===== config.mk =====
export PLATFORM = sky130hd
export DESIGN_NAME = d8sd_dir
export DESIGN_NICKNAME = d
export VERILOG_FILES = /design/src/sv/d8_steepest_descent_receiver_defines.svh /design/src/sv/d8sd_pkg.sv /design/src/sv/d8sd_dir.sv
export SDC_FILE = /design/constraint.sdc
export NUM_CORES = 2
export LEC_CHECK = 0
export ABC_CLOCK_PERIOD_IN_PS = 19700
export BUFFER_PORTS_ARGS = -buffer_cell sky130_fd_sc_hd__buf_4
export CAP_MARGIN = 20
export CORE_MARGIN = 2
export CORE_UTILIZATION = 48
export CTS_CLUSTER_DIAMETER = 80
export DETAILED_ROUTE_END_ITERATION = 8
export GPL_TIMING_DRIVEN = 0
export PLACE_DENSITY = 0.72
export REMOVE_ABC_BUFFERS = 1
export SYNTH_ARGS = -nofsm -noshare
export SYNTH_HDL_FRONTEND = slang
export SYNTH_SLANG_ARGS = --single-unit
export TNS_END_PERCENT = 1

===== constraint.sdc =====
create_clock -name aclk -period 19.7 [get_ports aclk]
set_clock_uncertainty 0.15 [all_clocks]
set_input_delay 5.91 -clock aclk [delete_from_list [all_inputs] [get_ports aclk]]
set_output_delay 5.91 -clock aclk [all_outputs]
set_load 0.05 [all_outputs]

===== src/sv/d8_steepest_descent_receiver_defines.svh =====
// assertion macros for the steepest descent receiver
`ifndef D8_STEEPEST_DESCENT_RECEIVER_DEFINES_SVH
`define D8_STEEPEST_DESCENT_RECEIVER_DEFINES_SVH

`ifndef SYNTHESIS
`define D8SD_ASSERT_NOW(lbl, ante, cons, msg) \
    lbl: assert property (@(posedge aclk) disable iff (!aresetn) (ante) |-> (cons)) \
        else $error(msg);
`define D8SD_ASSERT_NEXT(lbl, ante, cons, msg) \
    lbl: assert property (@(posedge aclk) disable iff (!aresetn) (ante) |=> (cons)) \
        else $error(msg);
`else
`define D8SD_ASSERT_NOW(lbl, ante, cons, msg)
`define D8SD_ASSERT_NEXT(lbl, ante, cons, msg)
`endif

`endif


===== src/sv/d8sd_pkg.sv =====
package d8sd_pkg;

    localparam int MAX_WIDTH = 4096;
    localparam int ADDR_W    = $clog2(MAX_WIDTH);
    localparam int WID_W     = ADDR_W + 1;
    localparam int ELEV_W    = 32;
    localparam int LINE_W    = 2 * ELEV_W;
    localparam int DROP_W    = ELEV_W + 1;
    localparam int SLOPE_W   = DROP_W + 17;
    localparam int ORTHO_SHIFT = 16;

    localparam logic signed [16:0] DIAG_RECIP_Q16 = 17'sd46341;

    localparam logic [3:0] DIR_NONE = 4'd8;

    localparam logic [0:0] REG_FRAME_WIDTH  = 1'b0;
    localparam logic [0:0] REG_FRAME_HEIGHT = 1'b1;

    // neighbour order W, NW, N, NE, E, SE, S, SW as window row and column
    localparam logic [1:0] NBR_ROW [8] = '{2'd1, 2'd0, 2'd0, 2'd0, 2'd1, 2'd2, 2'd2, 2'd2};
    localparam logic [1:0] NBR_COL [8] = '{2'd0, 2'd0, 2'd1, 2'd2, 2'd2, 2'd2, 2'd1, 2'd0};

    typedef logic signed [ELEV_W-1:0] elev_t;

    typedef struct packed {
        logic              emit;
        logic [ADDR_W-1:0] addr;
        logic [11:0]       cell_x;
        logic [15:0]       cell_y;
    } pos_t;

    typedef struct packed {
        logic signed [SLOPE_W-1:0] slope;
        logic [3:0]                dir;
    } cand_t;

    // earlier candidate keeps a tie
    function automatic cand_t pick(cand_t a, cand_t b);
        return (b.slope > a.slope) ? b : a;
    endfunction

endpackage


===== src/sv/d8sd_dir.sv =====
module d8sd_dir (
    input  logic            aclk,
    input  logic            aresetn,
    input  logic            advance,
    input  logic            in_valid,
    input  d8sd_pkg::elev_t win [3][3],
    input  logic [11:0]     in_cell_x,
    input  logic [15:0]     in_cell_y,
    output logic            m_valid,
    output logic [11:0]     m_cell_x,
    output logic [15:0]     m_cell_y,
    output logic [3:0]      m_direction
);
    import d8sd_pkg::*;

    logic signed [DROP_W-1:0] drop_next [8];
    logic signed [DROP_W-1:0] s2_drop_reg [8];
    logic                     s2_valid_reg;
    logic [11:0]              s2_cell_x_reg;
    logic [15:0]              s2_cell_y_reg;

    cand_t       s3_cand_next [8];
    cand_t       s3_cand_reg [8];
    logic        s3_valid_reg;
    logic [11:0] s3_cell_x_reg;
    logic [15:0] s3_cell_y_reg;

    cand_t       s4_cand_next [4];
    cand_t       s4_cand_reg [4];
    logic        s4_valid_reg;
    logic [11:0] s4_cell_x_reg;
    logic [15:0] s4_cell_y_reg;

    cand_t       best;
    logic [3:0]  dir_next;
    logic        m_valid_reg;
    logic [11:0] m_cell_x_reg;
    logic [15:0] m_cell_y_reg;
    logic [3:0]  m_direction_reg;

    always_comb begin
        for (int n = 0; n < 8; n++) begin
            drop_next[n] = DROP_W'(win[1][1]) - DROP_W'(win[NBR_ROW[n]][NBR_COL[n]]);
        end
    end

    // diagonals scaled by 1/sqrt2 in q16, orthogonals by one
    always_comb begin
        for (int n = 0; n < 8; n++) begin
            if (n[0]) begin
                s3_cand_next[n].slope = SLOPE_W'(s2_drop_reg[n]) * SLOPE_W'(DIAG_RECIP_Q16);
            end else begin
                s3_cand_next[n].slope = SLOPE_W'(s2_drop_reg[n]) <<< ORTHO_SHIFT;
            end
            s3_cand_next[n].dir = 4'(n);
        end
    end

    always_comb begin
        for (int n = 0; n < 4; n++) begin
            s4_cand_next[n] = pick(s3_cand_reg[2*n], s3_cand_reg[2*n+1]);
        end
        best     = pick(pick(s4_cand_reg[0], s4_cand_reg[1]),
                        pick(s4_cand_reg[2], s4_cand_reg[3]));
        dir_next = (best.slope > 0) ? best.dir : DIR_NONE;
    end

    always_ff @(posedge aclk) begin
        if (!aresetn) begin
            s2_valid_reg <= 1'b0;
            s3_valid_reg <= 1'b0;
            s4_valid_reg <= 1'b0;
            m_valid_reg  <= 1'b0;
        end else if (advance) begin
            s2_valid_reg <= in_valid;
            s3_valid_reg <= s2_valid_reg;
            s4_valid_reg <= s3_valid_reg;
            m_valid_reg  <= s4_valid_reg;
        end
    end

    always_ff @(posedge aclk) begin
        if (advance) begin
            s2_drop_reg     <= drop_next;
            s2_cell_x_reg   <= in_cell_x;
            s2_cell_y_reg   <= in_cell_y;
            s3_cand_reg     <= s3_cand_next;
            s3_cell_x_reg   <= s2_cell_x_reg;
            s3_cell_y_reg   <= s2_cell_y_reg;
            s4_cand_reg     <= s4_cand_next;
            s4_cell_x_reg   <= s3_cell_x_reg;
            s4_cell_y_reg   <= s3_cell_y_reg;
            m_cell_x_reg    <= s4_cell_x_reg;
            m_cell_y_reg    <= s4_cell_y_reg;
            m_direction_reg <= dir_next;
        end
    end

    assign m_valid     = m_valid_reg;
    assign m_cell_x    = m_cell_x_reg;
    assign m_cell_y    = m_cell_y_reg;
    assign m_direction = m_direction_reg;

endmodule


* Yosys cells after proc, flatten, opt, wreduce, memory -nomap -nowiden *
Index checks and enable logic that the tools add are counted.

storage, ports and cells
  flip-flop bits (word level) = 932
  bits in latches = 0
  bits in writable memories = 0
  ROM bits = 0
  input port bits = 320
  memories = 0

cells by class
  $add $sub $neg = 8
  $mul = 4
  div/mod/pow operators = 0
  magnitude comparators = 8
  eq/ne operators = 0
  shift operators = 0
  muxes and demuxes = 7
  bitwise gates (word level) = 0
  reduce and logical (&&, ||, !) cells = 0

operators by type and width
  operator                                             count
  2-to-1 mux 54 bit                                    7
  subtractor 32 x 32 -> 33 bit                         8
  > comparator 50 x 49 -> 1 bit                        4
  multiplier 33 x 17 -> 50 bit, second input constant  4
  > comparator 50 bit                                  3
  > comparator 50 x 1 -> 1 bit, second input constant  1

* Longest topological paths before layout *
  depth in word-level cells = 5
  mapped depth = 28
  depth with buffers taken out = 26

* Least setup slack after synthesis *
OpenSTA, ideal clock, no wires.

  path kind = input port to flip-flop
  from = in win[129] in the netlist's numbering
  to = reg s2_drop_reg[63] in the netlist's numbering (data pin)
  arrival = 9164 ps
  slack = 10124 ps
  stages on the path = 15
  cell sequence = inv_1 -> fa_1 -> nor2b_1 -> o31ai_1 -> a211oi_1 -> o211a_1 -> o31a_1 -> o31a_1 -> o41ai_2 -> o21ai_1 -> nor4_1 -> a211oi_1 -> a211oi_1 -> a21oi_1 -> xor2_1

RTL lines
  element               RTL line        RTL
  start, declared       d8sd_dir.sv:6   input d8sd_pkg::elev_t win [3][3],
  end signal, assigned  d8sd_dir.sv:84  s2_drop_reg <= drop_next;
  end, declared         d8sd_dir.sv:17  logic signed [DROP_W-1:0] s2_drop_reg [8];

==> results.cfg <==
[status]
status = finished clean

[placed_design]
dp_hpwl_mm = 181
place.gp.congestion = 0.936
portBuffers = 352

[finish]
multiInputGateArea_um2 = 51700
final_layout_size_suffix_gt1_frac = 0.0792
nets = 11000
fin_util = 0.538
final-seq-area_um2 = 27600
area_delta_synth_final_pct = 11.1
fill_cells = 15400
largest_reg_flops = 332

[clocking]
post_cts_buffers = 0
htreeDepth = 3
ctsHoldBuffers = 0
cts_buffers = 103
clkLatencyLatePin_ns = 0.75
clk_transition_reported_paths_ns = 0.06
cts_tree = done
cts_buffer_depth = 3
clock_tree.root_cell = clkbuf_16
post_cts_resized = 0
clock_sinks = 920

[die]
row_count = 155
dieHeight_um = 429
pin_count = 353
die_w_um = 429
start_util = 0.484
dieArea_um2 = 184000
core_um2 = 179000

[worst_setup_path]
cp_max_fo = 6
required_ns = 20.04
arrival_ns = 10.91
crit_top_cell = a211oi_1
endpoint_kind = flop
criticalPathCategory = in -> reg
startpoint = win[128]
r2r-start = s2_drop_reg[74]
crit_family = compound AO/OA/AOI/OAI gates
slowest_delay_ns = 0.62
startpoint_type = input pin
critPathSlowestCell = inv_1
path_buf_inv = 2
path_cells = buf_4, inv_1, ha_1, fa_1, nor2b_1, o31ai_1, a211oi_1, o211a_1, o31a_1, o31a_1, o41ai_2, o21ai_1, nor4_1, a211oi_1, a211oi_1, a21oi_1, xor2_1

[route]
routed_via_density = 5.44
dr.pass1.iters = 6
drc_errors = 0
ant_nets = 0
wl_per_cell_um = 20.6
totalWireLength_mm = 227
drt-initial-drc-count = 4232
via_count = 60000

[global_route]
grt_pass1_vias = 61700
antenna_found_initial = 15
grt_pass1_wl_mm = 351
grt_max_degree = 140
grt_util_all_layers = 0.249
overflow = 0

[logic_synthesis]
postSynth.asyncResetShare = 0
synth_seq_area_share = 0.319
syn_area_per_cell_um2 = 10.6
ys_warn_count = 0
synthFlopType = edfxtp_1
ys_types = 82
synth-seq-cells = 920
synth_edf_count = 916
syn_inst = 8131
syn_area_um2 = 86600

[sta]
max_clock_freq_mhz = 94.6
fin_tns_setup_ns = 0
relSlewSlack = 0.310
period_share = 0.537
setup_viol = 0
tightest_slew_ns = 1.03
period_minus_slack_ns = 10.57
rsz0062_at_grt = no
final_max_slew_viol_count = 0
hold_viol = 0

[worst_hold_path]
min_path_type = reg -> reg
holdCritStartpoint = s2_cell_y_reg[10]

[job]
maxCapViolCount = 0
[worst paths after layout]
check	to	slack [ns]	depth (start not counted)
worst max register to register	s3_cand_reg[159]	11.88	24
worst max-delay path	s2_drop_reg[63]	9.13	17
worst min-delay path	s3_cell_y_reg[10]	0.25	0
worst min register to register	s3_cell_y_reg[10]	0.25	0
[final cells by class]
type / instances / area share
multi-input cells: 5254 / 0.537
clock inverters: 70 / 0.00864
clock buffers: 123 / 0.0285
flip-flops and latches: 920 / 0.287
diodes: 22 / 0.000572
repair buffers: 374 / 0.0332
inverters: 1908 / 0.0744
well taps: 2355 / 0.0306
[cells in the final DEF, fill, tap and decap left out, drive strengths merged, types with 39 or more instances in the layout]
master	n
mux2	107
xor2	103
nor3	83
nand2	267
o21ai	322
inv	1916
o21a	80
a21oi	353
xnor2	272
fa	670
nand4	86
o21bai	44
a21o	209
nor4	64
nor2	297
and3	39
buf	373
edfxtp	916
ha	1461
mux2i	60
nand2b	86
a211oi	44
nor2b	93
nand3	87
clkbuf	123
and2	71
[Yosys cell counts, drive strengths merged, types with 12 or more instances]
library cell / number / area share
inv: 1908 / 0.083
ha: 1461 / 0.21
edfxtp: 916 / 0.32
fa: 670 / 0.15
a21oi: 353 / 0.020
o21ai: 322 / 0.019
nor2: 297 / 0.013
xnor2: 272 / 0.028
nand2: 267 / 0.012
a21o: 209 / 0.018
mux2: 107 / 0.014
xor2: 103 / 0.010
nor2b: 93 / 0.0067
nand3: 87 / 0.0050
nand2b: 86 / 0.0062
nand4: 86 / 0.0062
nor3: 83 / 0.0049
o21a: 80 / 0.0069
and2: 71 / 0.0051
nor4: 64 / 0.0046
mux2i: 60 / 0.0069
a211oi: 44 / 0.0038
o21bai: 44 / 0.0038
and3: 39 / 0.0028
clkbuf: 38 / 0.0016
or3: 35 / 0.0025
o211ai: 34 / 0.0029
o31ai: 31 / 0.0027
a21boi: 30 / 0.0026
a31oi: 28 / 0.0020
a221oi: 16 / 0.0017
o41ai: 16 / 0.0023
or2: 16 / 0.0012
a31o: 14 / 0.0014
and4: 14 / 0.0014
o31a: 12 / 0.0012
[per-layer routing]
metal,share of wire,vias up,GRT usage
li1,-,28400,-
met1,0.43,29600,0.326
met2,0.48,1639,0.414
met3,0.055,351,0.0327
met4,0.044,2,0.104
met5,0.000070,-,0
[metrics by stage]
stage	worst slack [ns]	cell area, um^2	std cells	hold WS (ns)
finish	9.13	96200	11000	0.247
global route	8.89	96200	11000	0.250
CTS	9.22	96100	11000	0.231
detailed placement	8.41	92600	10800	0.255
global placement	4.58	92000	10800	0.250
floorplan	10.12	86400	8082	0.250
[worst register-to-register path: cells and delay by family, from the launching register on]
kind / cells / cell delay [ns]
DFF: 1 / 0.58
adders and majority gates: 7 / 3.17
and+or+nand+nor: 3 / 0.48
buffers and inverters: 4 / 0.20
AOI/OAI and AO/OA: 10 / 3.06
[logic make-up after synthesis]
family / count (synthesis) / synth area share
adders and majority gates: 2132 / 0.366
buffers and inverters: 1957 / 0.0849
AOI/OAI and AO/OA: 1319 / 0.0980
and+or+nand+nor: 1261 / 0.0735
DFF: 920 / 0.319
xor gates and xnor gates: 375 / 0.0379
muxes: 167 / 0.0209
Power is left out: the tool's default activity adds up to more than one toggle a clock period on the data nets, which glitch-free logic cannot reach.
