File: config.mk
export PLATFORM = sky130hd
export DESIGN_NAME = d8sd_pos
export DESIGN_NICKNAME = d
export VERILOG_FILES = /design/src/sv/d8_steepest_descent_receiver_defines.svh /design/src/sv/d8sd_pkg.sv /design/src/sv/d8sd_pos.sv
export SDC_FILE = /design/constraint.sdc
export NUM_CORES = 1
export LEC_CHECK = 0
export BUFFER_PORTS_ARGS = -buffer_cell sky130_fd_sc_hd__buf_2
export CAP_MARGIN = 20
export CORE_MARGIN = 2
export CORE_UTILIZATION = 55
export CTS_BUF_LIST = sky130_fd_sc_hd__clkbuf_2 sky130_fd_sc_hd__clkbuf_4 sky130_fd_sc_hd__clkbuf_8
export CTS_CLUSTER_DIAMETER = 60
export DETAILED_ROUTE_END_ITERATION = 10
export PLACE_DENSITY = 0.72
export SETUP_SLACK_MARGIN = 0.02
export SLEW_MARGIN = 20
export SYNTH_ARGS = -nofsm -noshare
export SYNTH_HDL_FRONTEND = slang
export SYNTH_SLANG_ARGS = --single-unit
File: constraint.sdc
create_clock -name aclk -period 14.4 [get_ports aclk]
set_clock_uncertainty 0.2 [all_clocks]
set_input_delay 1.44 -clock aclk [delete_from_list [all_inputs] [get_ports aclk]]
set_output_delay 1.44 -clock aclk [all_outputs]
set_load 0.005 [all_outputs]
File: src/sv/d8_steepest_descent_receiver_defines.svh
// assertion macros for the steepest descent receiver
`ifndef D8_STEEPEST_DESCENT_RECEIVER_DEFINES_SVH
`define D8_STEEPEST_DESCENT_RECEIVER_DEFINES_SVH

`ifndef SYNTHESIS
`define D8SD_ASSERT_NOW(lbl, ante, cons, msg) \
    lbl: assert property (@(posedge aclk) disable iff (!aresetn) (ante) |-> (cons)) \
        else $error(msg);
`define D8SD_ASSERT_NEXT(lbl, ante, cons, msg) \
    lbl: assert property (@(posedge aclk) disable iff (!aresetn) (ante) |=> (cons)) \
        else $error(msg);
`else
`define D8SD_ASSERT_NOW(lbl, ante, cons, msg)
`define D8SD_ASSERT_NEXT(lbl, ante, cons, msg)
`endif

`endif

File: src/sv/d8sd_pkg.sv
package d8sd_pkg;

    localparam int MAX_WIDTH = 4096;
    localparam int ADDR_W    = $clog2(MAX_WIDTH);
    localparam int WID_W     = ADDR_W + 1;
    localparam int ELEV_W    = 32;
    localparam int LINE_W    = 2 * ELEV_W;
    localparam int DROP_W    = ELEV_W + 1;
    localparam int SLOPE_W   = DROP_W + 17;
    localparam int ORTHO_SHIFT = 16;

    localparam logic signed [16:0] DIAG_RECIP_Q16 = 17'sd46341;

    localparam logic [3:0] DIR_NONE = 4'd8;

    localparam logic [0:0] REG_FRAME_WIDTH  = 1'b0;
    localparam logic [0:0] REG_FRAME_HEIGHT = 1'b1;

    // neighbour order W, NW, N, NE, E, SE, S, SW as window row and column
    localparam logic [1:0] NBR_ROW [8] = '{2'd1, 2'd0, 2'd0, 2'd0, 2'd1, 2'd2, 2'd2, 2'd2};
    localparam logic [1:0] NBR_COL [8] = '{2'd0, 2'd0, 2'd1, 2'd2, 2'd2, 2'd2, 2'd1, 2'd0};

    typedef logic signed [ELEV_W-1:0] elev_t;

    typedef struct packed {
        logic              emit;
        logic [ADDR_W-1:0] addr;
        logic [11:0]       cell_x;
        logic [15:0]       cell_y;
    } pos_t;

    typedef struct packed {
        logic signed [SLOPE_W-1:0] slope;
        logic [3:0]                dir;
    } cand_t;

    // earlier candidate keeps a tie
    function automatic cand_t pick(cand_t a, cand_t b);
        return (b.slope > a.slope) ? b : a;
    endfunction

endpackage

File: src/sv/d8sd_pos.sv
module d8sd_pos (
    input  logic           aclk,
    input  logic           aresetn,
    input  logic           cfg_wr_en,
    input  logic [0:0]     cfg_index,
    input  logic [15:0]    cfg_wdata,
    input  logic           accept,
    input  logic           frame_start,
    output d8sd_pkg::pos_t pos
);
    import d8sd_pkg::*;

    localparam int CMP_W = (WID_W > 13) ? WID_W : 13;

    logic [12:0]       frame_width_reg;
    logic [15:0]       frame_height_reg;
    logic [ADDR_W-1:0] col_reg, col_next, col_cur, x;
    logic [15:0]       row_reg, row_next, row_cur;
    logic [CMP_W-1:0]  fw_ext, w_eff, x_ext;
    logic [16:0]       h_eff, y_ext;
    logic              last_col, emit;

    always_comb begin
        fw_ext = CMP_W'(frame_width_reg);
        if (fw_ext == '0) begin
            w_eff = CMP_W'(1);
        end else if (fw_ext > CMP_W'(MAX_WIDTH)) begin
            w_eff = CMP_W'(MAX_WIDTH);
        end else begin
            w_eff = fw_ext;
        end
        h_eff = (frame_height_reg == '0) ? 17'd1 : {1'b0, frame_height_reg};

        col_cur = frame_start ? '0 : col_reg;
        row_cur = frame_start ? '0 : row_reg;

        x_ext = CMP_W'(col_cur);
        if (x_ext >= w_eff) begin
            x_ext = w_eff - CMP_W'(1);
        end
        x     = x_ext[ADDR_W-1:0];
        y_ext = {1'b0, row_cur};

        // interior: two-cell border dropped, emitted one column and row late
        emit = (w_eff >= CMP_W'(5)) && (h_eff >= 17'd5)
            && (x_ext >= CMP_W'(3)) && ((x_ext + CMP_W'(2)) <= w_eff)
            && (y_ext >= 17'd3) && ((y_ext + 17'd2) <= h_eff);

        last_col = (x_ext + CMP_W'(1)) >= w_eff;
        if (last_col) begin
            col_next = '0;
            row_next = ((y_ext + 17'd1) >= h_eff) ? '0 : row_cur + 16'd1;
        end else begin
            col_next = x + ADDR_W'(1);
            row_next = row_cur;
        end

        pos.emit   = emit;
        pos.addr   = x;
        pos.cell_x = 12'(x_ext - CMP_W'(1));
        pos.cell_y = row_cur - 16'd1;
    end

    always_ff @(posedge aclk) begin
        if (!aresetn) begin
            frame_width_reg  <= 13'd1024;
            frame_height_reg <= 16'd1024;
            col_reg          <= '0;
            row_reg          <= '0;
        end else begin
            if (cfg_wr_en) begin
                unique case (cfg_index)
                    REG_FRAME_WIDTH:  frame_width_reg  <= cfg_wdata[12:0];
                    REG_FRAME_HEIGHT: frame_height_reg <= cfg_wdata;
                    default:          frame_height_reg <= frame_height_reg;
                endcase
            end
            if (accept) begin
                col_reg <= col_next;
                row_reg <= row_next;
            end
        end
    end

endmodule

* Word level (Yosys, flattened, before mapping) *
Cells that the tools add are included.

word-level totals
  register bits = 57
  input port bits = 22
  output and inout port bits = 41
  logic and storage cells = 42

cells by class
  add/sub/neg operators = 9
  order comparisons = 10
  muxes and demuxes = 9
  bitwise operators = 1
  reduce and logical (&&, ||, !) cells = 9

operators with widths
  cell                     count
  $mux W16                 4
  $mux W13                 3
  $mux W12                 2
  $add A16 B1 Y17 const B  1
  $add A16 B2 Y17 const B  1
  $ge A17 B16 Y1           1
  $le A17 B16 Y1           1
  $add A16 B1 Y16 const B  1
  $ge A16 B2 Y1 const B    1
  $ge A16 B3 Y1 const B    1
  $logic_not A16 Y1        1
  $sub A16 B1 Y16 const B  1
  $add A13 B1 Y13 const B  1
  $add A13 B2 Y13 const B  1
  $ge A12 B13 Y1           1
  $ge A13 B13 Y1           1
  $ge A13 B2 Y1 const B    1
  $ge A13 B3 Y1 const B    1
  $gt A13 B13 Y1 const B   1
  $le A13 B13 Y1           1
  $logic_not A13 Y1        1
  $sub A13 B1 Y13 const B  1
  $add A12 B1 Y12 const B  1
  $sub A12 B1 Y12 const B  1
  3 further kinds          8

* Logic depth before layout (Yosys ltp) *
  depth in word-level cells = 10
  gate-level depth with buffers = 29
  mapped depth without buffers = 26

* Least setup slack after synthesis *
No wires, ideal clock.

  kind = input-to-output
  start = in frame_start
  end = out pos[40] in the netlist's numbering
  arrival time = 6.074 ns
  data required time = 12.760 ns
  slack = 6.686 ns
  cell stages on the path = 24
  path buffers = 4
  cell sequence = clkbuf_1 > clkbuf_1 > nor2b_1 > ha_1 > nand4_1 > o21ai_0 > a2111o_1 > nand2_1 > buf_2 > a21oi_1 > inv_1 > ha_1 > and3_1 > nor2b_1 > o21a_1 > ha_1 > nand3_1 > nand2_1 > a2111oi_0 > a211oi_1 > nor4_1 > nand2_1 > nor3_1 > buf_4

RTL lines
  element             RTL line       text
  start: declaration  d8sd_pos.sv:8  input logic frame_start,
  end: declaration    d8sd_pos.sv:9  output d8sd_pkg::pos_t pos

==> impl_metrics.tcl <==
set metrics [dict create \
    status "completed" \
    insertion_delay_ns 0.37 \
    whs_path_depth 2 \
    worstRegToRegCells 21 \
    rr_endpoint "row_reg[9]" \
    rsz0062_at_grt "false" \
    hold_ws_ns 0.261 \
    drv_cap 0 \
    drt_wl_total_um 18400 \
    async_reset_ff_share_pct 0 \
    die_area_um2 11700 \
    cts_sinks 57 \
    reg2reg_from "frame_width_reg[5]" \
    end_kind "primary output" \
    p_leak_nw 2.82 \
    crit_arrival_ns 7.20 \
    synth_edf_count 0 \
    syn_nets 898 \
    slew_headroom_pct 31.6 \
    start_util_pct 55.9 \
    hold_path_class "reg2reg" \
    start_kind "input port" \
    vias 6034 \
    pin_count 63 \
    cts_buffer_depth 2 \
    tns_ns 0 \
    die_h_um 108 \
    routedWlPerCell_um 18.7 \
    ys_types 68 \
    grt_pass1_wl_um 28900 \
    antenna_cells 0 \
    fmax_ghz 0.113 \
    finalHoldViolations 0 \
    syn_to_final_growth_pct 10.3 \
    yosysSeqAreaShare_pct 19.1 \
    power_density_nw_per_um2 91.3 \
    min_from "frame_height_reg[8]" \
    antenna_found_initial 0 \
    grt_pass1_vias 5553 \
    dr.pass1.iters 7 \
    max_stage_delay_ns 0.80 \
    dr_wl_met3_um 1730 \
    drtIter0Drc 493 \
    syn_inst 794 \
    cp_slowest_cell "a21oi_1" \
    crit_fanout 58 \
    portBuffers 62 \
    cts_setup_buffers 0 \
    ant_nets 0 \
    cts_resized 0 \
    worstMarginPinSlew_ns 1.02 \
    clk_pin_slew_ns 0.07 \
    fin_crit_sh_pct 61.4 \
    postSynthAreaPerCell_um2 7.53 \
    gp_congestion 0.948 \
    cp_cell_sequence "buf_2 -> buf_4 -> nand2b_1 -> inv_1 -> ha_1 -> nand4_1 -> o21ai_0 -> a2111o_1 -> nand2_1 -> a21oi_1 -> inv_1 -> ha_1 -> nand3b_1 -> nor3_1 -> xnor2_1 -> ha_1 -> and3_1 -> nand4_1 -> nor3_1 -> a211oi_1 -> nor4_1 -> nand2_1 -> nor3_1 -> buf_2" \
    ctsHtreeMaxLevel 3 \
    track_usage_pct 32.1 \
    final_nets 942 \
    crit_required_ns 12.76 \
    drcViolationCount 0 \
    root_buffer "clkbuf_8" \
    place_area_um2 6360 \
    core.rowCount 38 \
    r2r_setup_slack_ns 6.72 \
    final_layout_size_suffix_gt1_share_pct 12.2 \
    hpwl_um 14400 \
    top_layer "met4" \
    core_um2 10700 \
    grt-ovfl-total 0 \
    numCtsBuffers 9 \
    final_area_um2 6590 \
    synth-seq-cells 57 \
    ctsHoldBuffers 0 \
    yosysWarnings 0 \
    vias_per_cell 6.14 \
    die_width_um 108 \
    ys.flop_type "dfxtp_1" \
    min_to "frame_height_reg[8]" \
    vdd_drop_max_v 0.0000918 \
    period_needed_ns 8.84 \
    met2_length_um 7930 \
    crit_type "in2out" \
    grt_max_degree 59 \
    cts_tree "done" \
    setup_viol 0 \
    syn-cell-area_um2 5980 \
    met1_length_um 8450 \
    report.final.slew_viol_count 0 \
]
synth_stat cells (2+ instances only):
master | n | area [um2]
a31o_2 | 4 | 35.0
a21oi_1 | 63 | 315
mux2_2 | 3 | 33.8
mux2i_1 | 11 | 110
o21a_1 | 12 | 90.1
clkbuf_1 | 23 | 86.3
nor3b_1 | 2 | 15.0
a22o_1 | 23 | 201
inv_1 | 46 | 173
dfxtp_1 | 57 | 1140
nor3_1 | 22 | 110
o21ai_0 | 32 | 160
or4_1 | 2 | 15.0
nand2_1 | 103 | 387
a22oi_1 | 3 | 22.5
a21o_1 | 4 | 30.0
nand4b_1 | 4 | 35.0
or3_1 | 9 | 56.3
nand4_1 | 17 | 106
buf_1 | 4 | 15.0
nor4_1 | 10 | 62.6
and2_1 | 3 | 18.8
xnor2_1 | 41 | 359
and3_1 | 3 | 18.8
a31oi_1 | 8 | 50.1
xor2_1 | 12 | 105
o2111a_1 | 2 | 22.5
or2_2 | 6 | 37.5
nand3_1 | 24 | 120
a311oi_1 | 4 | 35.0
nor2_1 | 59 | 221
ha_1 | 82 | 1030
buf_2 | 4 | 20.0
o31ai_1 | 4 | 30.0
nand2b_1 | 13 | 81.3
o211ai_1 | 4 | 30.0
a211oi_1 | 7 | 52.6
o21ai_1 | 3 | 15.0
o211a_1 | 2 | 20.0
nor2b_1 | 31 | 194
metal layers:
layer  global-route usage [%]  vias up
li1                         -     2941
met1                     46.3     2807
met2                     47.5      257
met3                     8.26       29
met4                     7.88        0
met5                        0        -
report_power, final:
| part | total [mW] | internal [mW] | switching (mW) |
|---|---|---|---|
| registers | 0.172 | 0.164 | 0.00762 |
| clock network | 0.177 | 0.0990 | 0.0780 |
| logic | 0.253 | 0.107 | 0.146 |
| total | 0.602 | 0.370 | 0.232 |
logic make-up (layout without fill, tap and decap cells):
family / after synthesis / count (layout) / synth area share (%)
AO/OA/AOI/OAI: 191 / 191 / 21.6
buffers and inverters: 79 / 128 / 5.11
multiplexers: 15 / 15 / 2.78
flip-flops: 57 / 57 / 19.1
adder cells (fa/ha/maj): 82 / 82 / 17.2
AND/OR/NAND/NOR: 317 / 317 / 26.5
XOR/XNOR: 53 / 53 / 7.76
worst max path at each step:
stage                           start  endpoint  cells after the start
after floorplan           frame_start   pos[40]                     24
after global placement    frame_start   pos[40]                     24
after detailed placement  frame_start   pos[40]                     24
after CTS                 frame_start   pos[40]                     24
after global routing      frame_start   pos[40]                     24
final                     frame_start   pos[40]                     24
stage by stage:
stage	setup WS, ns	std cells	total power [mW]	utilization, %
floorplan	6.69	794	0.343	-
global placement	6.09	967	0.418	59.5
detailed placement	5.78	967	0.423	59.5
CTS	5.70	983	0.599	61.6
global route	5.20	983	0.638	61.6
finish	5.56	983	0.602	61.6
placed cells by master (no fill, tap or decap), types with 9 or more instances in the layout:
cell type  count
nand4_1       17
a22o_1        23
nor3_1        22
buf_2         62
ha_1          82
xnor2_1       41
nor4_1         9
xor2_1        12
clkbuf_8       9
nor2b_1       31
nor2_1        58
nand2b_1      13
mux2i_1       11
o21a_1        12
or3_1          9
a21oi_1       63
o21ai_0       32
dfxtp_1       57
nand3_1       24
nand2_1      103
inv_1         46
worst max-delay path: cells and delay by family:
family,cells,cell delay [ns]
simple gates,11,2.20
compound gates,4,1.53
fa+ha+maj,3,0.94
buf+inv,5,0.90
xor+xnor,1,0.17
layout make-up:
| cell class | instances | area (um2) |
|---|---|---|
| Clock inverter | 7 | 103 |
| Inverter | 47 | 176 |
| Fill cell | 1011 | 4110 |
| Timing Repair Buffer | 65 | 333 |
| Sequential cell | 57 | 1140 |
| Multi-Input combinational cell | 658 | 4540 |
| Tap cell | 140 | 175 |
| Clock buffer | 9 | 124 |
(Power assumes the default switching activity.)
